==> src/rtl/slpd_pkg.sv <==
// slpd_pkg: shared types, constants and sensor tables for the sensor link decoder
// no dependencies; used by every module of the block by scoped names
package slpd_pkg;

    localparam int NUM_SLOTS        = 4;
    localparam int NUM_SENSOR_TYPES = 7;
    localparam int SLOT_IDX_W       = $clog2(NUM_SLOTS);
    localparam int TYPE_W           = 3;
    localparam int ANGLE_W          = 12;
    localparam int VALUE_W          = 23;
    localparam int GRAD_W           = 14;
    localparam int ICPT_W           = 9;
    localparam int PROD_W           = ANGLE_W + GRAD_W;

    // byte position counter: 0..3 capture, IDLE_POS idle
    localparam logic [2:0] IDLE_POS = 3'd4;
    localparam logic [2:0] LAST_POS = 3'd3;

    localparam logic [7:0] CHR_DIGIT_LO = 8'h30;
    localparam logic [7:0] CHR_DIGIT_HI = 8'h39;
    localparam logic [7:0] CHR_UPPER_LO = 8'h41;
    localparam logic [7:0] CHR_UPPER_HI = 8'h46;
    localparam logic [3:0] NIB_LETTER   = 4'h4;

    // angle*grad*256/2352 = angle*grad*16/147; 147 via reciprocal, exact for N < 2^27
    localparam int          RECIP_SHIFT = 38 - 4;
    localparam logic [30:0] RECIP       = 31'd1869917735;
    localparam int          WIDE_W      = PROD_W + 31;
    localparam int          QUOT_W      = 22;

    localparam int QDEPTH = 2;
    localparam int QPTR_W = $clog2(QDEPTH);
    localparam int QCNT_W = $clog2(QDEPTH + 1);

    localparam logic [TYPE_W-1:0] SLOT_RESET [NUM_SLOTS] = '{3'd6, 3'd5, 3'd3, 3'd0};

    typedef struct packed {
        logic [SLOT_IDX_W-1:0] slot;
        logic [TYPE_W-1:0]     stype;
        logic                  valid;
        logic [ANGLE_W-1:0]    angle;
    } t_job;

    typedef struct packed {
        logic                  valid;
        logic [SLOT_IDX_W-1:0] index;
        logic [TYPE_W-1:0]     data;
    } t_cfg_wr;

    typedef enum logic [1:0] {
        BK_IDLE,
        BK_PROD,
        BK_SCALE,
        BK_OUT
    } t_back_state;

    function automatic logic type_ok(input logic [TYPE_W-1:0] t);
        return 32'(t) < NUM_SENSOR_TYPES;
    endfunction

    function automatic logic [3:0] type_id(input logic [TYPE_W-1:0] t);
        logic [3:0] id;
        unique case (t)
            3'd0:    id = 4'h1;
            3'd1:    id = 4'h2;
            3'd2:    id = 4'h3;
            3'd3:    id = 4'h4;
            3'd4:    id = 4'h5;
            3'd5:    id = 4'h7;
            3'd6:    id = 4'hF;
            default: id = 4'h0;
        endcase
        return id;
    endfunction

    function automatic logic [GRAD_W-1:0] type_grad(input logic [TYPE_W-1:0] t);
        logic [GRAD_W-1:0] g;
        unique case (t)
            3'd0:    g = 14'd3;
            3'd1:    g = 14'd9000;
            3'd2:    g = 14'd10;
            3'd3:    g = 14'd6;
            3'd4:    g = 14'd900;
            3'd5:    g = 14'd100;
            3'd6:    g = 14'd100;
            default: g = '0;
        endcase
        if (!type_ok(t)) begin
            g = '0;
        end
        return g;
    endfunction

    function automatic logic signed [ICPT_W-1:0] type_icpt(input logic [TYPE_W-1:0] t);
        logic signed [ICPT_W-1:0] c;
        unique case (t)
            3'd0:    c = -9'sd1;
            3'd1:    c = 9'sd0;
            3'd2:    c = 9'sd0;
            3'd3:    c = 9'sd0;
            3'd4:    c = 9'sd200;
            3'd5:    c = 9'sd50;
            3'd6:    c = 9'sd20;
            default: c = '0;
        endcase
        if (!type_ok(t)) begin
            c = '0;
        end
        return c;
    endfunction

    function automatic logic is_hex(input logic [7:0] c);
        return (c >= CHR_DIGIT_LO && c <= CHR_DIGIT_HI) ||
               (c >= CHR_UPPER_LO && c <= CHR_UPPER_HI);
    endfunction

    function automatic logic [3:0] digit_value(input logic [7:0] c);
        return (c[7:4] == NIB_LETTER) ? 4'(c[3:0] + 4'd9) : c[3:0];
    endfunction

endpackage

==> src/rtl/sensor_link_packet_decoder.sv <==
// sensor_link_packet_decoder: top level of the gauge sensor link packet decoder
// throughput: one byte per cycle while full is low; the scaling back end works one packet
// at a time (queue pop, product, reciprocal multiply, output load), a packet spans at least 5 bytes
// reset: synchronous active low; slot registers return to 6,5,3,0, capture goes idle,
// the job queue and the output register empty
module sensor_link_packet_decoder (
    input  logic                                i_clk,
    input  logic                                i_rst_n,
    input  logic                                push,
    output logic                                full,
    input  logic [7:0]                          i_rx_byte,
    output logic                                empty,
    input  logic                                pop,
    output logic [slpd_pkg::SLOT_IDX_W-1:0]     o_slot,
    output logic [slpd_pkg::TYPE_W-1:0]         o_sensor_type,
    output logic                                o_packet_valid,
    output logic [slpd_pkg::ANGLE_W-1:0]        o_angle,
    output logic signed [slpd_pkg::VALUE_W-1:0] o_scaled_value,
    input  logic                                i_cfg_valid,
    output logic                                o_cfg_ready,
    input  logic [slpd_pkg::SLOT_IDX_W-1:0]     i_cfg_index,
    input  logic [slpd_pkg::TYPE_W-1:0]         i_cfg_data
);

    slpd_pkg::t_cfg_wr w_cfg;
    slpd_pkg::t_job    w_push_job;
    slpd_pkg::t_job    w_head_job;
    logic              w_job_push;
    logic              w_q_pop;
    logic              w_q_empty;
    logic              w_accept;

    assign o_cfg_ready = 1'b1;
    assign w_cfg.valid = i_cfg_valid;
    assign w_cfg.index = i_cfg_index;
    assign w_cfg.data  = i_cfg_data;
    assign w_accept    = push && !full;

    slpd_front u_front (
        .i_clk      (i_clk),
        .i_rst_n    (i_rst_n),
        .i_accept   (w_accept),
        .i_rx_byte  (i_rx_byte),
        .i_cfg      (w_cfg),
        .o_job_push (w_job_push),
        .o_job      (w_push_job)
    );

    // input stalls only when the job queue is full
    slpd_queue u_queue (
        .i_clk   (i_clk),
        .i_rst_n (i_rst_n),
        .i_push  (w_job_push),
        .i_job   (w_push_job),
        .i_pop   (w_q_pop),
        .o_full  (full),
        .o_empty (w_q_empty),
        .o_job   (w_head_job)
    );

    slpd_back u_back (
        .i_clk          (i_clk),
        .i_rst_n        (i_rst_n),
        .i_q_empty      (w_q_empty),
        .i_job          (w_head_job),
        .o_q_pop        (w_q_pop),
        .i_pop          (pop),
        .o_empty        (empty),
        .o_slot         (o_slot),
        .o_sensor_type  (o_sensor_type),
        .o_packet_valid (o_packet_valid),
        .o_angle        (o_angle),
        .o_scaled_value (o_scaled_value)
    );

endmodule

==> src/rtl/slpd_front.sv <==
// slpd_front: byte classifier, slot registers, id match and packet capture
// depends on slpd_pkg; pushes finished packets as jobs into slpd_queue
module slpd_front (
    input  logic                   i_clk,
    input  logic                   i_rst_n,
    input  logic                   i_accept,
    input  logic [7:0]             i_rx_byte,
    input  slpd_pkg::t_cfg_wr      i_cfg,
    output logic                   o_job_push,
    output slpd_pkg::t_job         o_job
);

    logic [slpd_pkg::TYPE_W-1:0]     r_slot_sensor [slpd_pkg::NUM_SLOTS];
    logic [slpd_pkg::SLOT_IDX_W-1:0] r_active_slot;
    logic [slpd_pkg::SLOT_IDX_W-1:0] n_active_slot;
    logic [2:0]                      r_pos;
    logic [2:0]                      n_pos;
    logic [7:0]                      r_digit [2];

    logic                            w_is_id;
    logic                            w_found;
    logic [slpd_pkg::SLOT_IDX_W-1:0] w_match_slot;
    logic                            w_capture;
    logic                            w_valid;

    assign w_is_id   = (i_rx_byte[7:4] == 4'h0);
    assign w_capture = i_accept && !w_is_id && (r_pos < slpd_pkg::IDLE_POS);

    // first matching slot wins
    always_comb begin
        w_found      = 1'b0;
        w_match_slot = '0;
        for (int i = 0; i < slpd_pkg::NUM_SLOTS; i++) begin
            if (!w_found && slpd_pkg::type_ok(r_slot_sensor[i]) &&
                slpd_pkg::type_id(r_slot_sensor[i]) == i_rx_byte[3:0]) begin
                w_found      = 1'b1;
                w_match_slot = slpd_pkg::SLOT_IDX_W'(i);
            end
        end
    end

    always_comb begin
        n_active_slot = r_active_slot;
        n_pos         = r_pos;
        if (i_accept && w_is_id && w_found) begin
            n_active_slot = w_match_slot;
            n_pos         = 3'd0;
        end else if (w_capture) begin
            n_pos = (r_pos == slpd_pkg::LAST_POS) ? slpd_pkg::IDLE_POS : 3'(r_pos + 3'd1);
        end
    end

    always_ff @(posedge i_clk) begin
        if (!i_rst_n) begin
            r_active_slot <= '0;
            r_pos         <= slpd_pkg::IDLE_POS;
        end else begin
            r_active_slot <= n_active_slot;
            r_pos         <= n_pos;
        end
    end

    always_ff @(posedge i_clk) begin
        if (!i_rst_n) begin
            r_slot_sensor <= slpd_pkg::SLOT_RESET;
        end else if (i_cfg.valid) begin
            r_slot_sensor[i_cfg.index] <= i_cfg.data;
        end
    end

    // first two digits are held; the third comes straight from the bus
    always_ff @(posedge i_clk) begin
        if (w_capture && r_pos == 3'd1) begin
            r_digit[0] <= i_rx_byte;
        end
        if (w_capture && r_pos == 3'd2) begin
            r_digit[1] <= i_rx_byte;
        end
    end

    assign w_valid = slpd_pkg::is_hex(r_digit[0]) && slpd_pkg::is_hex(r_digit[1]) &&
                     slpd_pkg::is_hex(i_rx_byte);

    assign o_job_push  = w_capture && (r_pos == slpd_pkg::LAST_POS);
    assign o_job.slot  = r_active_slot;
    assign o_job.stype = r_slot_sensor[r_active_slot];
    assign o_job.valid = w_valid;
    assign o_job.angle = w_valid ? {slpd_pkg::digit_value(r_digit[0]),
                                    slpd_pkg::digit_value(r_digit[1]),
                                    slpd_pkg::digit_value(i_rx_byte)} : '0;

endmodule

==> src/rtl/slpd_queue.sv <==
// slpd_queue: short job queue between the capture front and the scaling back
// depends on slpd_pkg for the job type and depth
module slpd_queue (
    input  logic            i_clk,
    input  logic            i_rst_n,
    input  logic            i_push,
    input  slpd_pkg::t_job  i_job,
    input  logic            i_pop,
    output logic            o_full,
    output logic            o_empty,
    output slpd_pkg::t_job  o_job
);

    slpd_pkg::t_job              r_mem [slpd_pkg::QDEPTH];
    logic [slpd_pkg::QPTR_W-1:0] r_wr_ptr;
    logic [slpd_pkg::QPTR_W-1:0] r_rd_ptr;
    logic [slpd_pkg::QCNT_W-1:0] r_count;
    logic                        w_do_push;
    logic                        w_do_pop;

    assign o_full    = (32'(r_count) == slpd_pkg::QDEPTH);
    assign o_empty   = (r_count == '0);
    assign w_do_push = i_push && !o_full;
    assign w_do_pop  = i_pop && !o_empty;
    assign o_job     = r_mem[r_rd_ptr];

    always_ff @(posedge i_clk) begin
        if (!i_rst_n) begin
            r_wr_ptr <= '0;
            r_rd_ptr <= '0;
            r_count  <= '0;
        end else begin
            if (w_do_push) begin
                r_wr_ptr <= (32'(r_wr_ptr) == slpd_pkg::QDEPTH - 1) ? '0 :
                            slpd_pkg::QPTR_W'(r_wr_ptr + 1'b1);
            end
            if (w_do_pop) begin
                r_rd_ptr <= (32'(r_rd_ptr) == slpd_pkg::QDEPTH - 1) ? '0 :
                            slpd_pkg::QPTR_W'(r_rd_ptr + 1'b1);
            end
            if (w_do_push && !w_do_pop) begin
                r_count <= slpd_pkg::QCNT_W'(r_count + 1'b1);
            end else if (w_do_pop && !w_do_push) begin
                r_count <= slpd_pkg::QCNT_W'(r_count - 1'b1);
            end
        end
    end

    always_ff @(posedge i_clk) begin
        if (w_do_push) begin
            r_mem[r_wr_ptr] <= i_job;
        end
    end

endmodule

==> src/rtl/slpd_back.sv <==
// slpd_back: per-type scaling of the angle and the result output register
// depends on slpd_pkg; takes jobs from slpd_queue
module slpd_back (
    input  logic                                i_clk,
    input  logic                                i_rst_n,
    input  logic                                i_q_empty,
    input  slpd_pkg::t_job                      i_job,
    output logic                                o_q_pop,
    input  logic                                i_pop,
    output logic                                o_empty,
    output logic [slpd_pkg::SLOT_IDX_W-1:0]     o_slot,
    output logic [slpd_pkg::TYPE_W-1:0]         o_sensor_type,
    output logic                                o_packet_valid,
    output logic [slpd_pkg::ANGLE_W-1:0]        o_angle,
    output logic signed [slpd_pkg::VALUE_W-1:0] o_scaled_value
);

    slpd_pkg::t_back_state           r_state;
    slpd_pkg::t_back_state           n_state;
    slpd_pkg::t_job                  r_job;
    logic [slpd_pkg::PROD_W-1:0]     r_prod;
    logic [slpd_pkg::QUOT_W-1:0]     r_quot;
    logic                            r_out_full;
    logic                            w_load_out;
    logic                            w_take;
    logic [slpd_pkg::WIDE_W-1:0]     w_wide;
    logic signed [slpd_pkg::ICPT_W-1:0]  w_icpt;
    logic signed [slpd_pkg::VALUE_W-1:0] w_value;

    always_comb begin
        n_state = r_state;
        unique case (r_state)
            slpd_pkg::BK_IDLE:  if (!i_q_empty) n_state = slpd_pkg::BK_PROD;
            slpd_pkg::BK_PROD:  n_state = slpd_pkg::BK_SCALE;
            slpd_pkg::BK_SCALE: n_state = slpd_pkg::BK_OUT;
            slpd_pkg::BK_OUT:   if (!r_out_full || i_pop) n_state = slpd_pkg::BK_IDLE;
            default:            n_state = slpd_pkg::BK_IDLE;
        endcase
    end

    always_comb begin
        o_q_pop    = 1'b0;
        w_load_out = 1'b0;
        unique case (r_state)
            slpd_pkg::BK_IDLE: o_q_pop    = !i_q_empty;
            slpd_pkg::BK_OUT:  w_load_out = !r_out_full || i_pop;
            default: begin
            end
        endcase
    end

    assign w_take = i_pop && r_out_full;

    always_ff @(posedge i_clk) begin
        if (!i_rst_n) begin
            r_state    <= slpd_pkg::BK_IDLE;
            r_out_full <= 1'b0;
        end else begin
            r_state <= n_state;
            if (w_load_out) begin
                r_out_full <= 1'b1;
            end else if (w_take) begin
                r_out_full <= 1'b0;
            end
        end
    end

    assign w_wide  = slpd_pkg::WIDE_W'(r_prod) * slpd_pkg::WIDE_W'(slpd_pkg::RECIP);
    assign w_icpt  = slpd_pkg::type_icpt(r_job.stype);
    // intercept carries 8 fraction bits
    assign w_value = r_job.valid ?
                     signed'(slpd_pkg::VALUE_W'({1'b0, r_quot})) +
                     slpd_pkg::VALUE_W'(signed'({w_icpt, 8'h00})) : '0;

    always_ff @(posedge i_clk) begin
        if (o_q_pop) begin
            r_job <= i_job;
        end
        if (r_state == slpd_pkg::BK_PROD) begin
            r_prod <= slpd_pkg::PROD_W'(r_job.angle) *
                      slpd_pkg::PROD_W'(slpd_pkg::type_grad(r_job.stype));
        end
        if (r_state == slpd_pkg::BK_SCALE) begin
            r_quot <= w_wide[slpd_pkg::RECIP_SHIFT +: slpd_pkg::QUOT_W];
        end
        if (w_load_out) begin
            o_slot         <= r_job.slot;
            o_sensor_type  <= r_job.stype;
            o_packet_valid <= r_job.valid;
            o_angle        <= r_job.angle;
            o_scaled_value <= w_value;
        end
    end

    assign o_empty = !r_out_full;

endmodule

==> config.mk <==
export PLATFORM = sky130hd
export DESIGN_NAME = sensor_link_packet_decoder
export DESIGN_NICKNAME = d
export VERILOG_FILES = /design/src/rtl/slpd_pkg.sv /design/src/rtl/sensor_link_packet_decoder.sv /design/src/rtl/slpd_front.sv /design/src/rtl/slpd_queue.sv /design/src/rtl/slpd_back.sv
export SDC_FILE = /design/constraint.sdc
export NUM_CORES = 1
export LEC_CHECK = 0
export BUFFER_PORTS_ARGS = -buffer_cell sky130_fd_sc_hd__buf_2
export CAP_MARGIN = 20
export CORE_MARGIN = 2
export CORE_UTILIZATION = 55
export DETAILED_ROUTE_END_ITERATION = 16
export GPL_ROUTABILITY_DRIVEN = 1
export GPL_TIMING_DRIVEN = 0
export HOLD_SLACK_MARGIN = 0.03
export MAX_ROUTING_LAYER = met4
export PLACE_DENSITY = 0.79
export SYNTH_ARGS = -nofsm -noshare
export SYNTH_HDL_FRONTEND = slang
export SYNTH_HIERARCHICAL = 1
export SYNTH_SLANG_ARGS = --single-unit
export TNS_END_PERCENT = 100
==> constraint.sdc <==
create_clock -name i_clk -period 15.9 [get_ports i_clk]
set_input_delay 0.795 -clock i_clk [delete_from_list [all_inputs] [get_ports i_clk]]
set_output_delay 0.795 -clock i_clk [all_outputs]
set_load 0.005 [all_outputs]
==> impl_metrics.toml <==
[routing]
drc_errors = 0
wl_per_cell_um = 20.00
wirelength_um = 63640
drtAntennaViolNets = 0
viasPerCell = 5.498
drt_pass1_iterations = 5
vias = 17490
drt_iter0_markers = 1264

[timing]
rsz0062_at_grt = "false"
final_max_slew_viol_count = 0
slew_headroom = 0.2441
hold_viol = 0
tns_ns = 0
skew_ns = 0.01913
worst_pin_slew_ns = 1.124
period_needed_ns = 8.436
setup_viol = 0
period_share = 0.5306
whs_ns = 0.4487
fmax_ghz = 0.1185

[cts]
cts-root-buf = "clkbuf_16"
postCtsResizedCells = 0
clockBufferDepth = 2
htreeDepth = 4
clock_latency_ns = 0.45
clk_pin_slew_ns = 0.07
cts_buffers = 17
cts_setup_buffers = 0
clock_sinks = 184
ctsHoldBuffers = 0
cts_tree = "built"

[synth]
synthTopCellsByArea = "fa_1 32%, ha_1 18%, edfxtp_1 18%"
synth_top_area_share = 0.3206
synth_commonest_cells = "665 x inv_1, 421 x fa_1, 385 x ha_1"
synth_edf_count = 159
seq_area_frac_synth = 0.2007
async_flop_share = 0
ys_ff_latch = 184
yosys_warnings = 6
synth_nets = 3294
syn_area_per_cell_um2 = 10.64
syn_inst = 2470
yosysUniqueCellTypes = 91
synth_flop_cell = "edfxtp_1"
synth_top_cell_by_area = "fa_1"
yosysMostFrequentCell = "inv_1"
syn_area_um2 = 26290

[setup_path]
rr_startpoint = "u_back/r_prod[9]$_DFFE_PN_"
timing.critical_path.from = "u_back/r_prod[9]$_DFFE_PN_"
worstPathArrival_ns = 8.62
end_kind = "flip-flop"
cp.required_ns = 16.08
critPathKind = "reg -> reg"
cp_max_fo = 9
cp-start-kind = "flip-flop"

[global_route]
grt_util_met2 = 0.4630
grt_max_degree = 27
top_usage_layer = "met2"
grt-ovfl-total = 0
grt_usage = 0.2775
gr-usage-met3 = 0.03385
antenna_found_initial = 1
grt_pass1_wl_um = 101500
grt_pass1_vias = 18770
grt.met1_usage = 0.3491

[layout]
layout-drive-gt1-share = 0.06586
final_cell_count_no_fill = 3182
syn_to_final_growth_pct = 6.636
final_nets = 3377
nFillCells = 3846
final_cell_area_um2 = 28030

[floorplan]
dieArea_um2 = 49560
die_w_um = 222.6
io_pins = 62
die_y_um = 222.6
initial_utilization = 0.5540
rows = 80
fp.coreArea_um2 = 47450

[place]
place_area_um2 = 27410
dpl.hpwl_um = 54250
dp.cells = 3147
portBuffers = 60
globalplace.congestion = 0.9977

[min_path]
min_path_type = "reg -> reg"
min_from = "u_back/r_job[14]$_DFFE_PP_"

[outcome]
status = "finished clean"

[job]
maxCapViolCount = 0
critical path, stage by stage, from the launching register on:
cell      delay, ns
edfxtp_1       0.80
fa_1           0.62
ha_1           0.52
inv_1          0.11
fa_1           0.54
inv_1          0.06
fa_1           0.52
fa_1           0.46
fa_1           0.56
inv_1          0.06
fa_1           0.54
inv_1          0.04
ha_1           0.29
nand4_1        0.17
nor4_1         0.98
nand4_1        0.20
nor3_1         0.69
and2b_1        0.37
o211ai_1       0.33
a311oi_2       0.16
xnor2_1        0.18
kinds of logic (layout without fill, tap and decap cells):
group / Yosys count / count (layout) / synth area share
muxes: 37 / 37 / 0.01637
AOI/OAI and AO/OA: 280 / 280 / 0.07226
buffers and inverters: 703 / 799 / 0.1018
xor gates and xnor gates: 76 / 76 / 0.02561
other: 1 / 2 / 0.0001427
and+or+nand+nor: 383 / 383 / 0.07921
adders and majority gates: 806 / 806 / 0.5039
DFF: 184 / 184 / 0.2007
area by class of cell:
type | count | area (µm²) | share of cell area
Antenna cell | 1 | 2.502 | 0.00008928
Buffer | 33 | 161.4 | 0.005758
Clock buffer | 19 | 442.9 | 0.01580
Clock inverter | 13 | 127.6 | 0.004553
Inverter | 670 | 2515 | 0.08972
Multi-Input combinational cell | 1583 | 18350 | 0.6547
Sequential cell | 184 | 5275 | 0.1882
Tap cell | 615 | 769.5 | 0.02745
Timing Repair Buffer | 64 | 385.4 | 0.01375
registers in the layout, indices dropped and copies added (netlist names), 2 cells and up, named ones only:
| signal | cells |
|---|---|
| u_back/o_angle | 12 |
| u_back/o_scaled_value | 23 |
| u_back/o_sensor_type | 3 |
| u_back/o_slot | 2 |
| u_back/r_job | 18 |
| u_back/r_prod | 26 |
| u_back/r_quot | 22 |
| u_back/r_state | 2 |
| u_front/r_active_slot | 2 |
| u_front/r_digit | 16 |
| u_front/r_pos | 3 |
| u_front/r_slot_sensor | 12 |
| u_queue/r_count | 2 |
| u_queue/r_mem | 36 |
metrics by stage:
stage	setup WS [ns]	utilization
2_1_floorplan	9.346	-
3_3_place_gp	7.714	0.5766
3_5_place_dp	7.616	0.5778
4_1_cts	7.585	0.5898
5_1_grt	7.343	0.5908
6_report	7.464	0.5908
path summary, 6_finish.rpt:
check	end	slack (ns)	cells past startpoint
max	u_back/r_quot[15]$_DFFE_PP_	7.46	20
min	u_back/o_sensor_type[1]$_DFFE_PP_	0.45	0
max reg2reg	u_back/r_quot[15]$_DFFE_PP_	7.46	20
min reg2reg	u_back/o_sensor_type[1]$_DFFE_PP_	0.45	0
cells in the final DEF, fill, tap and decap left out, drive strengths merged, types with 4 or more instances in the layout:
master,n
nor4b,7
nor3b,8
o21ai,49
and2,74
a21oi,91
nor2,55
inv,679
nor2b,19
xor2,25
o211ai,9
clkbuf,42
a311oi,5
ha,385
or2,14
and3,16
nor3,13
a211oi,8
a31oi,11
nand3,20
dfxtp,25
nand2,95
o21bai,8
fa,421
xnor2,51
a21boi,4
buf,74
mux2,18
o21a,8
nor4,6
clkinv,4
nand2b,26
mux2i,16
a21o,47
and4,5
nand4,15
edfxtp,159
routing by layer:
metal | share of wire | wire (µm)
met1 | 0.40 | 25440
met2 | 0.50 | 31580
met3 | 0.065 | 4125
met4 | 0.039 | 2495
met5 | 0 | 0
Power is not shown: default switching activity piles up to over one toggle a cycle in this logic, so the estimate is an artifact.
